**config.mk**
```make
export PLATFORM = sky130hd
export DESIGN_NAME = topological_sort_engine_core
export DESIGN_NICKNAME = d
export VERILOG_FILES = /design/src/rtl/core/tse_pkg.sv /design/src/rtl/core/tse_front.sv /design/src/rtl/core/tse_queue.sv /design/src/rtl/core/tse_back.sv /design/src/rtl/core/topological_sort_engine_core.sv
export VERILOG_INCLUDE_DIRS = /design/src /design/src/rtl/core
export SDC_FILE = /design/constraint.sdc
export NUM_CORES = 2
export LEC_CHECK = 0
export BUFFER_PORTS_ARGS = -buffer_cell sky130_fd_sc_hd__buf_4
export CAP_MARGIN = 0
export CORE_MARGIN = 4
export CORE_UTILIZATION = 53
export CTS_BUF_LIST = sky130_fd_sc_hd__clkbuf_4 sky130_fd_sc_hd__clkbuf_8
export CTS_CLUSTER_SIZE = 10
export DETAILED_ROUTE_END_ITERATION = 6
export PLACE_DENSITY = 0.68
export SLEW_MARGIN = 20
export SYNTH_ARGS = -nofsm -noshare
export SYNTH_HDL_FRONTEND = slang
export SYNTH_HIERARCHICAL = 1
export SYNTH_SLANG_ARGS = --single-unit
```
**constraint.sdc**
```tcl
create_clock -name clk -period 5.4 [get_ports clk]
set_input_delay 0.54 -clock clk [delete_from_list [all_inputs] [get_ports clk]]
set_output_delay 0.54 -clock clk [all_outputs]
set_load 0.02 [all_outputs]
```
**src/rtl/core/topological_sort_engine_core_macros.svh**
```systemverilog
// Assertion macros used by the back end of the topological sort engine RTL.
`ifndef TOPOLOGICAL_SORT_ENGINE_CORE_MACROS_SVH
`define TOPOLOGICAL_SORT_ENGINE_CORE_MACROS_SVH
`ifndef SYNTHESIS
// The consequent must hold in the same cycle as the antecedent.
`define TSE_ASSERT_SAME(label, clk, rst, ante, cons) \
  label: assert property (@(posedge clk) disable iff (rst) (ante) |-> (cons)) \
    else $error("topological sort engine: assertion failed");
// The consequent must hold in the cycle after the antecedent.
`define TSE_ASSERT_NEXT(label, clk, rst, ante, cons) \
  label: assert property (@(posedge clk) disable iff (rst) (ante) |=> (cons)) \
    else $error("topological sort engine: assertion failed");
`else
`define TSE_ASSERT_SAME(label, clk, rst, ante, cons)
`define TSE_ASSERT_NEXT(label, clk, rst, ante, cons)
`endif
`endif

```
**src/rtl/core/tse_pkg.sv**
```systemverilog
// Types, constants and helper functions of the topological sort engine.
package tse_pkg;

  localparam int MAX_NODES   = 64;
  localparam int MAX_EDGES   = 256;
  localparam int NODE_W      = 6;
  localparam int CNT_W       = NODE_W + 1;
  localparam int EDGE_AW     = (MAX_EDGES > 1) ? $clog2(MAX_EDGES) : 1;
  localparam int ECNT_W      = $clog2(MAX_EDGES + 1);
  localparam int DEG_W       = ECNT_W;
  localparam int QUEUE_DEPTH = 4;
  localparam int QPTR_W      = $clog2(QUEUE_DEPTH);
  localparam int QCNT_W      = QPTR_W + 1;

  localparam logic OP_ADD = 1'b0;
  localparam logic OP_RUN = 1'b1;

  typedef struct packed {
    logic              opcode;
    logic [NODE_W-1:0] edge_source;
    logic [NODE_W-1:0] edge_target;
  } item_t;

  typedef struct packed {
    logic [NODE_W-1:0] order_node;
    logic              node_valid;
    logic              last;
    logic              acyclic;
    logic              edges_dropped;
  } result_t;

  // Classified request as it waits between front and back.
  typedef struct packed {
    logic              op;
    logic              bad;
    logic [NODE_W-1:0] src;
    logic [NODE_W-1:0] dst;
  } cmd_t;

  typedef struct packed {
    logic [NODE_W-1:0] src;
    logic [NODE_W-1:0] dst;
  } edge_t;

  typedef struct packed {
    logic full;
    logic empty;
  } queue_status_t;

  typedef struct packed {
    logic idle;
  } back_status_t;

  // Node count as the sort sees it: values above the maximum saturate.
  function automatic logic [CNT_W-1:0] eff_nodes(input logic [CNT_W-1:0] cfg);
    logic [CNT_W-1:0] lim;
    lim = CNT_W'(MAX_NODES);
    eff_nodes = (cfg > lim) ? lim : cfg;
  endfunction

endpackage

```
**src/rtl/core/tse_front.sv**
```systemverilog
// Front end: takes requests and configuration, range-checks edges, feeds the queue.
module tse_front (
  input  logic                       clk,
  input  logic                       rst,
  input  logic                       start,
  input  tse_pkg::item_t             item,
  output logic                       busy,
  input  logic                       cfg_valid,
  output logic                       cfg_ready,
  input  logic [tse_pkg::CNT_W-1:0]  cfg_data,
  input  tse_pkg::queue_status_t     q_status,
  input  tse_pkg::back_status_t      back_status,
  output logic                       push,
  output tse_pkg::cmd_t              push_cmd,
  output logic [tse_pkg::CNT_W-1:0]  nodes
);

  logic [tse_pkg::CNT_W-1:0] node_count;
  logic                      stage_valid;
  tse_pkg::cmd_t             stage_cmd;
  tse_pkg::cmd_t             cmd_next;
  logic                      accept;

  assign nodes     = tse_pkg::eff_nodes(node_count);
  assign busy      = stage_valid && q_status.full;
  assign accept    = start && !busy;
  assign push      = stage_valid && !q_status.full;
  assign push_cmd  = stage_cmd;
  assign cfg_ready = !stage_valid && q_status.empty && back_status.idle;

  // An edge naming a node outside the current node count is marked for dropping.
  always_comb begin
    cmd_next.op  = item.opcode;
    cmd_next.src = item.edge_source;
    cmd_next.dst = item.edge_target;
    cmd_next.bad = (item.opcode == tse_pkg::OP_ADD) &&
                   (({1'b0, item.edge_source} >= nodes) ||
                    ({1'b0, item.edge_target} >= nodes));
  end

  always_ff @(posedge clk) begin
    if (rst) begin
      node_count  <= tse_pkg::CNT_W'(tse_pkg::MAX_NODES);
      stage_valid <= 1'b0;
    end else begin
      if (cfg_valid && cfg_ready) begin
        node_count <= cfg_data;
      end
      if (accept) begin
        stage_valid <= 1'b1;
      end else if (push) begin
        stage_valid <= 1'b0;
      end
    end
  end

  always_ff @(posedge clk) begin
    if (accept) begin
      stage_cmd <= cmd_next;
    end
  end

endmodule

```
**src/rtl/core/tse_queue.sv**
```systemverilog
// Short request queue between the front end and the sort back end.
module tse_queue (
  input  logic                   clk,
  input  logic                   rst,
  input  logic                   push,
  input  tse_pkg::cmd_t          push_cmd,
  input  logic                   pop,
  output tse_pkg::cmd_t          head_cmd,
  output tse_pkg::queue_status_t status
);

  tse_pkg::cmd_t                entries [tse_pkg::QUEUE_DEPTH];
  logic [tse_pkg::QPTR_W-1:0]   wr_ptr;
  logic [tse_pkg::QPTR_W-1:0]   rd_ptr;
  logic [tse_pkg::QCNT_W-1:0]   count;

  assign head_cmd     = entries[rd_ptr];
  assign status.full  = (count == tse_pkg::QCNT_W'(tse_pkg::QUEUE_DEPTH));
  assign status.empty = (count == '0);

  always_ff @(posedge clk) begin
    if (rst) begin
      wr_ptr <= '0;
      rd_ptr <= '0;
      count  <= '0;
    end else begin
      if (push) begin
        wr_ptr <= wr_ptr + tse_pkg::QPTR_W'(1);
      end
      if (pop) begin
        rd_ptr <= rd_ptr + tse_pkg::QPTR_W'(1);
      end
      if (push && !pop) begin
        count <= count + tse_pkg::QCNT_W'(1);
      end else if (pop && !push) begin
        count <= count - tse_pkg::QCNT_W'(1);
      end
    end
  end

  always_ff @(posedge clk) begin
    if (push) begin
      entries[wr_ptr] <= push_cmd;
    end
  end

endmodule

```
**src/rtl/core/tse_back.sv**
```systemverilog
// Back end: edge store and the sequencer that runs Kahn's sort over it.
`include "topological_sort_engine_core_macros.svh"

module tse_back (
  input  logic                       clk,
  input  logic                       rst,
  input  tse_pkg::queue_status_t     q_status,
  input  tse_pkg::cmd_t              q_cmd,
  output logic                       q_pop,
  input  logic [tse_pkg::CNT_W-1:0]  nodes,
  output tse_pkg::back_status_t      status,
  output logic                       strobe,
  output tse_pkg::result_t           result
);

  localparam logic [3:0] S_IDLE     = 4'd0;
  localparam logic [3:0] S_CNT_RD   = 4'd1;
  localparam logic [3:0] S_CNT_CHK  = 4'd2;
  localparam logic [3:0] S_CNT_UPD  = 4'd3;
  localparam logic [3:0] S_SCAN_RD  = 4'd4;
  localparam logic [3:0] S_SCAN_CHK = 4'd5;
  localparam logic [3:0] S_POP_RD   = 4'd6;
  localparam logic [3:0] S_POP_GET  = 4'd7;
  localparam logic [3:0] S_EDG_RD   = 4'd8;
  localparam logic [3:0] S_EDG_CHK  = 4'd9;
  localparam logic [3:0] S_EDG_UPD  = 4'd10;
  localparam logic [3:0] S_FINISH   = 4'd11;

  logic [3:0]                   state;
  logic [tse_pkg::ECNT_W-1:0]   stored_count;
  logic                         drop_flag;
  logic                         run_dropped;
  logic [tse_pkg::ECNT_W-1:0]   e_idx;
  logic [tse_pkg::CNT_W-1:0]    node_i;
  logic [tse_pkg::CNT_W-1:0]    head;
  logic [tse_pkg::CNT_W-1:0]    tail;
  logic [tse_pkg::NODE_W-1:0]   cur_node;
  logic                         pend_valid;
  logic [tse_pkg::NODE_W-1:0]   pend_node;
  logic [tse_pkg::MAX_NODES-1:0] indeg_valid;

  // Edge memory.
  tse_pkg::edge_t               edge_mem [tse_pkg::MAX_EDGES];
  tse_pkg::edge_t               edge_rd_data;
  logic                         edge_we;
  logic                         edge_re;
  logic [tse_pkg::EDGE_AW-1:0]  edge_raddr;

  // In-degree memory; an entry without its valid bit reads as zero.
  logic [tse_pkg::DEG_W-1:0]    indeg_mem [tse_pkg::MAX_NODES];
  logic [tse_pkg::DEG_W-1:0]    indeg_rd_data;
  logic                         indeg_ok;
  logic                         indeg_we;
  logic                         indeg_re;
  logic [tse_pkg::NODE_W-1:0]   indeg_raddr;
  logic [tse_pkg::DEG_W-1:0]    indeg_wdata;
  logic [tse_pkg::DEG_W-1:0]    cur_indeg;

  // Ready queue of the sort.
  logic [tse_pkg::NODE_W-1:0]   fifo_mem [tse_pkg::MAX_NODES];
  logic [tse_pkg::NODE_W-1:0]   fifo_rd_data;
  logic                         fifo_we;
  logic                         fifo_re;
  logic [tse_pkg::NODE_W-1:0]   fifo_wdata;

  logic                         in_range;
  logic                         last_edge;
  logic                         add_drop;

  assign status.idle = (state == S_IDLE);
  assign q_pop       = (state == S_IDLE) && !q_status.empty;
  assign cur_indeg   = indeg_ok ? indeg_rd_data : '0;
  assign in_range    = ({1'b0, edge_rd_data.src} < nodes) &&
                       ({1'b0, edge_rd_data.dst} < nodes);
  assign last_edge   = ((e_idx + tse_pkg::ECNT_W'(1)) == stored_count);
  assign add_drop    = q_cmd.bad ||
                       (stored_count >= tse_pkg::ECNT_W'(tse_pkg::MAX_EDGES));

  always_comb begin
    edge_we     = 1'b0;
    edge_re     = 1'b0;
    edge_raddr  = e_idx[tse_pkg::EDGE_AW-1:0];
    indeg_we    = 1'b0;
    indeg_re    = 1'b0;
    indeg_raddr = edge_rd_data.dst;
    indeg_wdata = cur_indeg + tse_pkg::DEG_W'(1);
    fifo_we     = 1'b0;
    fifo_re     = 1'b0;
    fifo_wdata  = edge_rd_data.dst;
    case (state)
      S_IDLE: begin
        edge_we = q_pop && (q_cmd.op == tse_pkg::OP_ADD) && !add_drop;
      end
      S_CNT_RD, S_EDG_RD: begin
        edge_re = 1'b1;
      end
      S_CNT_CHK: begin
        indeg_re = in_range;
      end
      S_EDG_CHK: begin
        indeg_re = in_range && (edge_rd_data.src == cur_node);
      end
      S_CNT_UPD: begin
        indeg_we = 1'b1;
      end
      S_SCAN_RD: begin
        indeg_re    = (node_i != nodes);
        indeg_raddr = node_i[tse_pkg::NODE_W-1:0];
      end
      S_SCAN_CHK: begin
        fifo_we    = (cur_indeg == '0);
        fifo_wdata = node_i[tse_pkg::NODE_W-1:0];
      end
      S_POP_RD: begin
        fifo_re = (head != tail);
      end
      S_EDG_UPD: begin
        indeg_we    = (cur_indeg != '0);
        indeg_wdata = cur_indeg - tse_pkg::DEG_W'(1);
        fifo_we     = (cur_indeg == tse_pkg::DEG_W'(1));
      end
      default: begin
      end
    endcase
  end

  always_ff @(posedge clk) begin
    if (edge_we) begin
      edge_mem[stored_count[tse_pkg::EDGE_AW-1:0]] <= '{src: q_cmd.src, dst: q_cmd.dst};
    end
    if (edge_re) begin
      edge_rd_data <= edge_mem[edge_raddr];
    end
  end

  always_ff @(posedge clk) begin
    if (indeg_we) begin
      indeg_mem[edge_rd_data.dst] <= indeg_wdata;
    end
    if (indeg_re) begin
      indeg_rd_data <= indeg_mem[indeg_raddr];
      indeg_ok      <= indeg_valid[indeg_raddr];
    end
  end

  always_ff @(posedge clk) begin
    if (fifo_we) begin
      fifo_mem[tail[tse_pkg::NODE_W-1:0]] <= fifo_wdata;
    end
    if (fifo_re) begin
      fifo_rd_data <= fifo_mem[head[tse_pkg::NODE_W-1:0]];
    end
  end

  always_ff @(posedge clk) begin
    if (rst) begin
      state        <= S_IDLE;
      stored_count <= '0;
      drop_flag    <= 1'b0;
      run_dropped  <= 1'b0;
      e_idx        <= '0;
      node_i       <= '0;
      head         <= '0;
      tail         <= '0;
      cur_node     <= '0;
      pend_valid   <= 1'b0;
      pend_node    <= '0;
      indeg_valid  <= '0;
      strobe       <= 1'b0;
    end else begin
      strobe <= 1'b0;
      if (indeg_we) begin
        indeg_valid[edge_rd_data.dst] <= 1'b1;
      end
      if (fifo_we) begin
        tail <= tail + tse_pkg::CNT_W'(1);
      end
      case (state)
        S_IDLE: begin
          if (q_pop) begin
            if (q_cmd.op == tse_pkg::OP_ADD) begin
              if (add_drop) begin
                drop_flag <= 1'b1;
              end else begin
                stored_count <= stored_count + tse_pkg::ECNT_W'(1);
              end
            end else begin
              indeg_valid <= '0;
              run_dropped <= drop_flag;
              e_idx       <= '0;
              node_i      <= '0;
              head        <= '0;
              tail        <= '0;
              pend_valid  <= 1'b0;
              state       <= (stored_count == '0) ? S_SCAN_RD : S_CNT_RD;
            end
          end
        end
        S_CNT_RD: begin
          state <= S_CNT_CHK;
        end
        S_CNT_CHK: begin
          if (in_range) begin
            state <= S_CNT_UPD;
          end else begin
            run_dropped <= 1'b1;
            e_idx       <= e_idx + tse_pkg::ECNT_W'(1);
            state       <= last_edge ? S_SCAN_RD : S_CNT_RD;
          end
        end
        S_CNT_UPD: begin
          e_idx <= e_idx + tse_pkg::ECNT_W'(1);
          state <= last_edge ? S_SCAN_RD : S_CNT_RD;
        end
        S_SCAN_RD: begin
          state <= (node_i == nodes) ? S_POP_RD : S_SCAN_CHK;
        end
        S_SCAN_CHK: begin
          node_i <= node_i + tse_pkg::CNT_W'(1);
          state  <= S_SCAN_RD;
        end
        S_POP_RD: begin
          if (head == tail) begin
            state <= S_FINISH;
          end else begin
            head  <= head + tse_pkg::CNT_W'(1);
            state <= S_POP_GET;
          end
        end
        S_POP_GET: begin
          // The previous node goes out only now, once it is known not to be the last.
          if (pend_valid) begin
            strobe <= 1'b1;
            result <= '{order_node: pend_node, node_valid: 1'b1, last: 1'b0,
                        acyclic: 1'b0, edges_dropped: 1'b0};
          end
          pend_valid <= 1'b1;
          pend_node  <= fifo_rd_data;
          cur_node   <= fifo_rd_data;
          e_idx      <= '0;
          state      <= (stored_count == '0) ? S_POP_RD : S_EDG_RD;
        end
        S_EDG_RD: begin
          state <= S_EDG_CHK;
        end
        S_EDG_CHK: begin
          if (in_range && (edge_rd_data.src == cur_node)) begin
            state <= S_EDG_UPD;
          end else begin
            e_idx <= e_idx + tse_pkg::ECNT_W'(1);
            state <= last_edge ? S_POP_RD : S_EDG_RD;
          end
        end
        S_EDG_UPD: begin
          e_idx <= e_idx + tse_pkg::ECNT_W'(1);
          state <= last_edge ? S_POP_RD : S_EDG_RD;
        end
        S_FINISH: begin
          strobe <= 1'b1;
          result <= '{order_node: pend_valid ? pend_node : '0, node_valid: pend_valid,
                      last: 1'b1, acyclic: (head == nodes),
                      edges_dropped: run_dropped};
          stored_count <= '0;
          drop_flag    <= 1'b0;
          state        <= S_IDLE;
        end
        default: begin
          state <= S_IDLE;
        end
      endcase
    end
  end

  `TSE_ASSERT_SAME(a_strobe_source, clk, rst, strobe, $past(state) == S_POP_GET || $past(state) == S_FINISH)
  `TSE_ASSERT_NEXT(a_finish_emits_last, clk, rst, state == S_FINISH, strobe && result.last)
  `TSE_ASSERT_SAME(a_head_behind_tail, clk, rst, state != S_IDLE, head <= tail)
  `TSE_ASSERT_SAME(a_tail_bounded, clk, rst, state != S_IDLE, tail <= nodes)
  `TSE_ASSERT_SAME(a_edge_count_bounded, clk, rst, 1'b1, stored_count <= tse_pkg::ECNT_W'(tse_pkg::MAX_EDGES))

endmodule

```
**src/rtl/core/topological_sort_engine_core.sv**
```systemverilog
// Top level of the topological sort engine: front end, request queue and sort back end.
//
//   Channel   Signals                        Transfer
//   -------   ----------------------------   -------------------------------------
//   request   start, busy, item              taken when start is high and busy low
//   result    strobe, result                 one cycle per result, cannot be held
//   config    cfg_valid, cfg_ready, cfg_data written when cfg_valid and cfg_ready
//
// Edge requests stream in at one per cycle unless the queue is full: a front register
// and a four-entry queue feed the back end, which, when idle, stores one edge per cycle.
// A run takes the run request in S_IDLE, counts in-degrees over the stored edges
// (S_CNT_RD, S_CNT_CHK, S_CNT_UPD if in range), scans nodes for sources (S_SCAN_RD,
// S_SCAN_CHK), then pops each sorted node (S_POP_RD, S_POP_GET) and walks the edges
// (S_EDG_RD, S_EDG_CHK, S_EDG_UPD if in range and leaving it), then ends in S_FINISH.
// Requests queued behind a run wait until its last result.
// Reset clears the edge count and drop flag and sets node_count to 64; the edge memory
// holds no reset value. The result side has no stall: every result leaves on its strobe.
module topological_sort_engine_core (
  input  logic                       clk,
  input  logic                       rst,
  input  logic                       start,
  output logic                       busy,
  input  tse_pkg::item_t             item,
  output logic                       strobe,
  output tse_pkg::result_t           result,
  input  logic                       cfg_valid,
  output logic                       cfg_ready,
  input  logic [tse_pkg::CNT_W-1:0]  cfg_data
);

  tse_pkg::queue_status_t    q_status;
  tse_pkg::back_status_t     back_status;
  tse_pkg::cmd_t             push_cmd;
  tse_pkg::cmd_t             head_cmd;
  logic                      push;
  logic                      pop;
  logic [tse_pkg::CNT_W-1:0] nodes;

  // The front end checks each edge against the node count in force when it arrives,
  // and holds off configuration until every request has been carried out.
  tse_front u_front (
    .clk         (clk),
    .rst         (rst),
    .start       (start),
    .item        (item),
    .busy        (busy),
    .cfg_valid   (cfg_valid),
    .cfg_ready   (cfg_ready),
    .cfg_data    (cfg_data),
    .q_status    (q_status),
    .back_status (back_status),
    .push        (push),
    .push_cmd    (push_cmd),
    .nodes       (nodes)
  );

  // The queue lets requests keep arriving while the back end is tied up in a run.
  tse_queue u_queue (
    .clk      (clk),
    .rst      (rst),
    .push     (push),
    .push_cmd (push_cmd),
    .pop      (pop),
    .head_cmd (head_cmd),
    .status   (q_status)
  );

  // The back end stores edges and sequences the sort, emitting nodes as they leave
  // the ready queue; the final result also carries the acyclic and dropped flags.
  tse_back u_back (
    .clk      (clk),
    .rst      (rst),
    .q_status (q_status),
    .q_cmd    (head_cmd),
    .q_pop    (pop),
    .nodes    (nodes),
    .status   (back_status),
    .strobe   (strobe),
    .result   (result)
  );

endmodule

```
==> Flow_metrics.wiki <==
{| class="wikitable"
! Metric !! Value
|-
| RSZ-0062 raised after global routing || no
|-
| Final ANT Viol Nets || 0
|-
| Count of routing violations after the opening detailed-route iteration || 12,800
|-
| Max Fanout on Critical Path || 16
|-
| Post-layout min period || 4.85 ns
|-
| Gr usage total || 0.270
|-
| Number of global-route vias before repair || 89,200
|-
| Routed WL || 440 mm
|-
| Critical Path AT || 5.74 ns
|-
| Leakage power figure || 59.2 nW
|-
| Remaining global-route overflow || 0
|-
| Area share of the leading cell type in the synthesized netlist || 0.741
|-
| Effective utilization at floorplan || 0.533
|-
| Hpwl dp || 267 mm
|-
| CTS tree || done
|-
| Dominant cells by area after synthesis || sky130_fd_sc_hd__edfxtp_1 74%, sky130_fd_sc_hd__mux4_2 12%, sky130_fd_sc_hd__mux2i_1 2.3%, sky130_fd_sc_hd__dfxtp_1 1.6%, sky130_fd_sc_hd__nand2_1 1.3%
|-
| Number of violations of the max-capacitance limit || 0
|-
| Final hold violation count || 0
|-
| Clock skew || 0.0631 ns
|-
| Leading register cell type out of synthesis || sky130_fd_sc_hd__edfxtp_1
|-
| Area after detailed placement || 0.176 mm²
|-
| Total Neg Setup Slack || 0 ns
|-
| Cell Area, Synth || 0.168 mm²
|-
| Total number of clock tree sinks || 4,274
|-
| Classification of the worst-slack hold path || input pin to flop
|-
| Routed via count divided by cell count || 6.40
|-
| Overall die area || 0.326 mm²
|-
| Non-filler instance count after layout || 14,000
|-
| Hold Crit Start || item[4]
|-
| # nets final || 9,418
|-
| Count of cells along the worst register-to-register path || 7
|-
| Worst Path Required || 6.30 ns
|-
| Critical Path End Type || flop
|-
| Clock input transition at the sequential cells of the worst setup and hold paths || 0.06 ns
|-
| Crit share post-route || 0.898
|-
| Mean Syn Cell Area || 19.6 µm²
|-
| Hold slack || 0.130 ns
|-
| Count of yosys warnings during synthesis || 6
|-
| Instance count of the mapped netlist || 8,545
|-
| Syn_nets || 8,609
|-
| Most numerous cell in the Yosys netlist || sky130_fd_sc_hd__edfxtp_1
|-
| TritonCTS buffer count || 657
|-
| Post-route cell area || 0.189 mm²
|-
| Fill cell instance count of the final layout || 22,200
|-
| CTS H-tree lvls || 6
|-
| Global-route wire length before repair || 637 mm
|-
| RD Place Congestion || 0.899
|-
| Setup slack after placement || 0.704 ns
|-
| PD cells || 402 mW/mm²
|-
| Slew HR || 0.181
|-
| Worst reg2reg setup slack || 0.55 ns
|-
| Ranking of synthesized cells by instance count || 4,140 x sky130_fd_sc_hd__edfxtp_1, 895 x sky130_fd_sc_hd__mux4_2, 589 x sky130_fd_sc_hd__nand2_1
|-
| Number of placed instances, taps included || 12,800
|-
| Multi-input combinational cell area || 0.0382 mm²
|-
| Share of synthesized area occupied by flip-flops and latches || 0.756
|-
| Length of the first detailed-routing pass in iterations || 6
|-
| Number of antenna violations at the first check in global routing || 10
|-
| Core Box Area || 0.315 mm²
|-
| Share of cells above drive strength 1 || 0.268
|-
| Register bit count reported by yosys || 4,274
|-
| Area growth from synthesis to layout || 12.7%
|-
| Outcome || complete, no violations
|-
| Buffer cell driving the clock tree root || sky130_fd_sc_hd__clkbuf_8
|-
| Type of origin of the critical path || flop
|-
| Number of enable flip-flop cells after synthesis || 4,140
|-
| Largest net degree at the start of global routing || 165
|-
| Maximum clock rate || 0.206 GHz
|-
| Die outline height || 571 µm
|-
| Vias || 89,800
|-
| Flip-flop and latch area || 0.127 mm²
|-
| VDD IR max || 0.367 mV
|-
| Last element of the critical path || u_back/edge_mem[237][5]$_DFFE_PP_
|-
| Number of setup violations in the final report || 0
|-
| Boundary pin count || 37
|-
| Max Root-Sink Buffers || 4
|-
| Fraction of registers with async set/reset || 0
|-
| Yosys cell types || 91
|-
| Count of input and output buffers || 36
|-
| Category of the most critical setup path || flop to flop
|-
| Clock network latency to the later pin of the worst-skew pair || 1.21 ns
|-
| Row count || 206
|-
| Final setup slack of the worst path || 0.552 ns
|-
| Endpoint of the worst-slack reg-to-reg timing path || u_back/edge_mem[237][5]$_DFFE_PP_
|-
| Final count of pins violating max slew || 0
|-
| Residual DRC || 0
|-
| Least-Margin Pin Slew || 1.23 ns
|-
| Wirelength per Cell || 31.4 µm
|-
| Die X || 571 µm
|-
| Library cell with the largest summed area after synthesis || sky130_fd_sc_hd__edfxtp_1
|}
==> flip-flops by register name, summed over array words and instances (netlist names), 10 cells and up, named ones only <==
name,count
u_back/edge_mem,3072
u_back/indeg_mem,576
u_back/fifo_mem,384
u_back/indeg_valid,64
u_queue/entries,56
u_front/push_cmd,14
u_back/edge_rd_data,12
u_back/result,10
==> critical path, stage by stage (launching register included) <==
cell,delay [ns]
sky130_fd_sc_hd__dfxtp_1,0.59
sky130_fd_sc_hd__mux4_1,0.75
sky130_fd_sc_hd__nor3_1,0.41
sky130_fd_sc_hd__nand2_1,0.44
sky130_fd_sc_hd__nor2_1,0.83
sky130_fd_sc_hd__nand2_1,0.68
sky130_fd_sc_hd__nor2_1,0.55
sky130_fd_sc_hd__buf_4,0.26
==> how the worst min path moves through the flow <==
stage | to | depth (start not counted) | slack, ns
2_1_floorplan | u_front/node_count[0]$_SDFFE_PP0P_ | 2 | 0.43
3_3_place_gp | u_back/indeg_valid[63]$_SDFF_PP0_ | 1 | 0.44
3_5_place_dp | u_front/node_count[0]$_SDFFE_PP0P_ | 2 | 0.45
4_1_cts | u_front/push_cmd[13]$_DFFE_PP_ | 2 | 0.0006
5_1_grt | u_front/push_cmd[13]$_DFFE_PP_ | 2 | 0.04
6_report | u_front/push_cmd[4]$_DFFE_PP_ | 2 | 0.13
==> area by class of cell <==
cell class / instances / area share
Antenna cell: 15 / 0.000198
Clock buffer: 893 / 0.0577
Multi-Input combinational cell: 3733 / 0.202
Timing Repair Buffer: 651 / 0.0301
Clock inverter: 277 / 0.0103
Tap cell: 4160 / 0.0275
Sequential cell: 4274 / 0.672
Inverter: 37 / 0.000800
==> cell usage in the layout (no fill, tap or decap), types with 47 or more instances in the layout <==
cell type                       count
sky130_fd_sc_hd__a21oi_1          170
sky130_fd_sc_hd__a221oi_1          75
sky130_fd_sc_hd__a31oi_1           59
sky130_fd_sc_hd__buf_12            55
sky130_fd_sc_hd__buf_4            549
sky130_fd_sc_hd__clkbuf_4         221
sky130_fd_sc_hd__clkbuf_8         672
sky130_fd_sc_hd__clkinv_1         152
sky130_fd_sc_hd__clkinv_2          55
sky130_fd_sc_hd__dfxtp_1          124
sky130_fd_sc_hd__dlygate4sd3_1     47
sky130_fd_sc_hd__edfxtp_1        4140
sky130_fd_sc_hd__mux2i_1          379
sky130_fd_sc_hd__mux4_2           886
sky130_fd_sc_hd__nand2_1          572
sky130_fd_sc_hd__nand3_1          140
sky130_fd_sc_hd__nor2_1           502
sky130_fd_sc_hd__nor3_1            76
sky130_fd_sc_hd__o21a_1            74
sky130_fd_sc_hd__o21ai_0           90
==> power by group <==
group | switching, mW | internal (mW)
registers | 0.226 | 39.9
clock network | 12.6 | 13.8
logic | 7.26 | 2.34
==> per-stage QoR <==
step	power (mW)	utilization
after detailed placement	50.4	0.558
after floorplan	46.3	-
final	76.1	0.600
after global placement	50.0	0.558
after CTS	76.5	0.600
after global routing	78.7	0.600
==> repair_timing <==
item	4_1_cts	5_1_grt
hold buffers	47	0
endpoints found under the hold margin	62	0
setup buffers	0	0
gates resized for setup	0	0
endpoints found under the setup margin	0	0
==> per-layer routing <==
layer | vias to the layer above | wire length [µm] | global-route usage
li1 | 36600 | - | -
met1 | 46700 | 168000 | 0.383
met2 | 5570 | 205000 | 0.411
met3 | 896 | 49800 | 0.0657
met4 | 4 | 17700 | 0.100
met5 | - | 22 | 0
==> cells by family (layout without fill, tap and decap cells) <==
family | Yosys count | count (layout) | share of synthesized area
compound gates | 802 | 802 | 0.0337
xor+xnor | 66 | 66 | 0.00353
fa+ha+maj | 40 | 40 | 0.00303
buf+inv | 538 | 1858 | 0.0186
flops | 4274 | 4274 | 0.756
mux | 1315 | 1315 | 0.146
other cells | 0 | 15 | 0
simple gates | 1510 | 1510 | 0.0389
(Power assumes the default switching activity.)
